==> src/rtl/btbt_pkg.sv <==
// btbt_pkg: shared types, constants and helper functions for the branch target buffer
// with tournament predictor; no dependencies, imported by every rtl module
`default_nettype none

package btbt_pkg;

  // number of buffer lines, a power of two so the line index is the low pc bits
  localparam int unsigned ENTRIES = 1024;
  localparam int unsigned IDX_W   = $clog2(ENTRIES);

  // mode register codes
  localparam logic [1:0] MODE_LOCAL  = 2'd0;
  localparam logic [1:0] MODE_GLOBAL = 2'd1;
  localparam logic [1:0] MODE_TOURN  = 2'd2;

  // action codes
  localparam logic ACT_QUERY  = 1'b0;
  localparam logic ACT_UPDATE = 1'b1;

  // 2-bit predictor and selector states
  localparam logic [1:0] ST2_00 = 2'b00;
  localparam logic [1:0] ST2_01 = 2'b01;
  localparam logic [1:0] ST2_10 = 2'b10;
  localparam logic [1:0] ST2_11 = 2'b11;

  // one buffer line
  typedef struct packed {
    logic        valid;
    logic [31:0] tag;
    logic [31:0] target;
    logic [1:0]  local_st;
    logic [7:0]  global_st;
    logic [1:0]  sel_st;
  } line_t;

  typedef enum logic [1:0] {
    FSM_CLEAR,
    FSM_IDLE,
    FSM_EXEC
  } fsm_t;

  // controller to datapath
  typedef struct packed {
    logic clr_wr;
    logic accept;
    logic commit;
  } ctl_cmd_t;

  // datapath to controller
  typedef struct packed {
    logic clr_last;
    logic out_free;
  } dp_sts_t;

  // predictor transition: not a saturating counter
  function automatic logic [1:0] next_pred(input logic [1:0] s, input logic taken);
    logic [1:0] r;
    if (taken) begin
      r = (s == ST2_00) ? ST2_01 : ST2_11;
    end else begin
      r = (s == ST2_11) ? ST2_10 : ST2_00;
    end
    return r;
  endfunction

endpackage

`default_nettype wire

==> src/rtl/btbt_ctrl.sv <==
// btbt_ctrl: sequencing state machine (clearing pass, accept, evaluate and commit)
// depends on btbt_pkg
`default_nettype none

module btbt_ctrl (
  input  wire logic               clk,
  input  wire logic               rst_n,
  input  wire logic               in_valid,
  output logic                    in_ready,
  input  wire btbt_pkg::dp_sts_t  sts,
  output btbt_pkg::ctl_cmd_t      cmd
);
  import btbt_pkg::*;

  fsm_t state_r, state_nxt;

  always_ff @(posedge clk) begin
    if (!rst_n) begin
      state_r <= FSM_CLEAR;
    end else begin
      state_r <= state_nxt;
    end
  end

  always_comb begin
    state_nxt = state_r;
    in_ready  = 1'b0;
    cmd       = '0;
    unique case (state_r)
      FSM_CLEAR: begin
        cmd.clr_wr = 1'b1;
        if (sts.clr_last) begin
          state_nxt = FSM_IDLE;
        end
      end
      FSM_IDLE: begin
        in_ready   = 1'b1;
        cmd.accept = in_valid;
        if (in_valid) begin
          state_nxt = FSM_EXEC;
        end
      end
      FSM_EXEC: begin
        // wait here while the previous result is still unclaimed
        if (sts.out_free) begin
          cmd.commit = 1'b1;
          state_nxt  = FSM_IDLE;
        end
      end
      default: begin
        state_nxt = FSM_CLEAR;
      end
    endcase
  end

endmodule

`default_nettype wire

==> config.mk <==
export PLATFORM = sky130hd
export DESIGN_NAME = btbt_ctrl
export DESIGN_NICKNAME = d
export VERILOG_FILES = /design/src/rtl/btbt_pkg.sv /design/src/rtl/btbt_ctrl.sv
export SDC_FILE = /design/constraint.sdc
export NUM_CORES = 1
export LEC_CHECK = 0
export BUFFER_PORTS_ARGS = -buffer_cell sky130_fd_sc_hd__buf_4
export CAP_MARGIN = 0
export CORE_AREA = 2 2 39 41
export DETAILED_ROUTE_END_ITERATION = 12
export DIE_AREA = 0 0 41 43
export SLEW_MARGIN = 20
export SYNTH_ARGS = -nofsm -noshare
export SYNTH_HDL_FRONTEND = slang
export SYNTH_SLANG_ARGS = --single-unit
==> constraint.sdc <==
create_clock -name clk -period 1.2 [get_ports clk]
set_input_delay 0.24 -clock clk [delete_from_list [all_inputs] [get_ports clk]]
set_output_delay 0.24 -clock clk [all_outputs]
set_load 0.01 [all_outputs]
==> run metrics <==
R2R Setup Slk=0.12 ns; CTS max path bufs=2; CTS tree=yes; dpl cells=36; Max-cap violations=0; crit path DAT=~0.92 ns; max FFs per register=2; starting density of the core=under 10%; row count=14; Area after DPL=just under 200 um2; TritonCTS Sinks=2; Yosys warnings=0; Flop pwr share=~28%; net switching power=0.0000641 W; largest net degree at the start of global routing=8; Setup crit end kind=primary output; Chip Height=about 43 um; # diodes=0; layout net count=31; Worst Skew=around 0.0024 ns; final hold vios=0; Worst R2R End=state_r[0]; leakage=~0.11 nW; most flop-heavy register=state_r; H-tree levels=1; CP startpoint=state_r[1]; final non-filler cell total=40; vias per inst=3.38; unrepaired setup endpoints after global routing=no; crit-path cells=and3b_2, buf_4; DRC viols=0; global placer's final weighted congestion=between 0.5 and 0.6; Hold Buf Count CTS=0; aggregate global-route resource usage=5.91%; Inserted Clock Buffers=3; Routed WL=around 340 um; detailed router's first-iteration violation count=1; post-route ant nets=0; post-place setup slack=0.157 ns; Worst Tran Pin Value=between 0.15 and 0.2 ns; Synth Area per Inst=between 9 and 10 um2; Setup CP Type=reg2out; Yosys reg bits=2; Clk Latency, worst-skew pair=0.22 ns; biggest regs=state_r: 2 flops; DP Wirelength=~230 um; reg2reg start=state_r[1]; status=complete, no violations; Final WS setup=just over 0.04 ns; R2R depth=3; Slew Limit Fails=0; total grt overflow=0; Avg WL per Cell=~8.4 um; Worst VDD drop=0.259 mV; vias in the first global route=around 130; Pre-antenna DRT Iters=2; clock network power share=between 50% and 60%; Hold Crit Depth=2; Net Sw Frac=between 20% and 30%; Root Buffer=clkbuf_4; Setup Viol. Count Final=0; CP max stage cell=dfxtp_4; Die W=just over 40 um; P&R area growth vs syn=100%; vias=between 100 and 150; Cell Int Power=0.000218 W; crit path capture=cmd[1]; Synth cell types=10; worst path bufs/invs=1; setup_tns=0 ns; Mapped Area=~120 um2; # port buffers=8; worst endpoint required time=between 0.9 and 1 ns; final worst path period need=around 1.2 ns; Critical Path Max Stage Delay=0.35 ns; Mapped Nets=17; fill count=around 160; min-delay worst type=in2reg; WP depth=2; Cells after Synth=12; combinational fraction of design power=19.8%; max frequency=~0.86 GHz; pwr/cell area=around 1200 nW/um2; kind of cell adding the most delay to the critical path=flip-flops; first-pass GRT wire length=slightly below 600 um; CP startpoint kind=register; initial antenna violation count=0; die area=roughly 1800 um2; period utilisation layout=roughly 97%; Design Power=approximately 0.00028 W; sequential-to-total area share from yosys stat=between 30% and 40%; final std cell area, no fill=between 200 and 250 um2; Slew headroom=88.6%; maximum fanout along the worst path=6; Core Footprint=about 1400 um2; Clock transition at path regs=around 0.03 ns; I/O Pins=9; ratio of cells with drive above 1 in the final layout=between 70% and 80%
layout make-up:
class	instances	area [um2]	share of cell area, %
repair buffers	9	67.6	29.3
clock buffers	3	22.5	9.78
flip-flops and latches	2	45.0	19.6
multi-input cells	10	75.1	32.6
well taps	16	20.0	8.70
per-layer routing:
layer	up-vias	GRT usage [%]	wire, um	part of all wire (%)
met5	-	0	0	0
met4	0	6.00	0	0
met3	0	6.28	59	18
met2	9	5.31	122	36
met1	57	6.69	154	46
li1	69	-	-	-
cell usage after synthesis:
cell type | number | area (um2)
dfxtp_1 | 2 | 40.0
o21a_1 | 1 | 7.51
mux2_4 | 1 | 15.0
o21ai_0 | 1 | 5.00
and2b_2 | 1 | 8.76
nor2_1 | 2 | 7.51
nor3b_1 | 1 | 7.51
and3b_2 | 1 | 10.0
o211a_1 | 1 | 10.0
nand2_1 | 1 | 3.75
power groups by stage:
| stage | logic [W] | registers (W) | clock network, W |
|---|---|---|---|
| floorplan | 0.0000243 | 0.0000786 | 0 |
| global placement | 0.0000531 | 0.0000797 | 0 |
| detailed placement | 0.0000531 | 0.0000802 | 0 |
| CTS | 0.0000534 | 0.0000790 | 0.000161 |
| global route | 0.0000615 | 0.0000803 | 0.000169 |
| finish | 0.0000558 | 0.0000784 | 0.000148 |
cells in the final DEF, fill, tap and decap left out, drive strengths merged:
| cell type | Yosys | routed |
|---|---|---|
| buf | 0 | 9 |
| clkbuf | 0 | 3 |
| nor2 | 2 | 2 |
| dfxtp | 2 | 2 |
| and2b | 1 | 1 |
| and3b | 1 | 1 |
| nand2 | 1 | 1 |
| nor3b | 1 | 1 |
| o21a | 1 | 1 |
| mux2 | 1 | 1 |
| o21ai | 1 | 1 |
| o211a | 1 | 1 |
stage by stage:
step                utilization [%]  hold slack, ns
detailed placement             14.1           0.471
global route                   16.6           0.249
finish                         16.6           0.239
floorplan                         -           0.358
CTS                            16.1           0.233
global placement               14.1           0.458
worst min-delay path by stage:
| stage | from | endpoint | slack [ns] |
|---|---|---|---|
| 3_5_place_dp | rst_n | state_r[1] | 0.47 |
| 5_1_grt | rst_n | state_r[1] | 0.25 |
| 2_1_floorplan | rst_n | state_r[1] | 0.36 |
| 3_3_place_gp | rst_n | state_r[1] | 0.46 |
| 6_report | rst_n | state_r[1] | 0.24 |
| 4_1_cts | rst_n | state_r[1] | 0.23 |
logic make-up after synthesis:
group,synth area share [%]
compound gates,19.6
flops,34.8
mux,13.0
simple gates,32.6
timing repair:
action / 4_1_cts / 5_1_grt
gates resized for setup: 3 / 0
setup buffers: 0 / 1
setup endpoints to repair: 2 / 2
(Power assumes the default switching activity.)
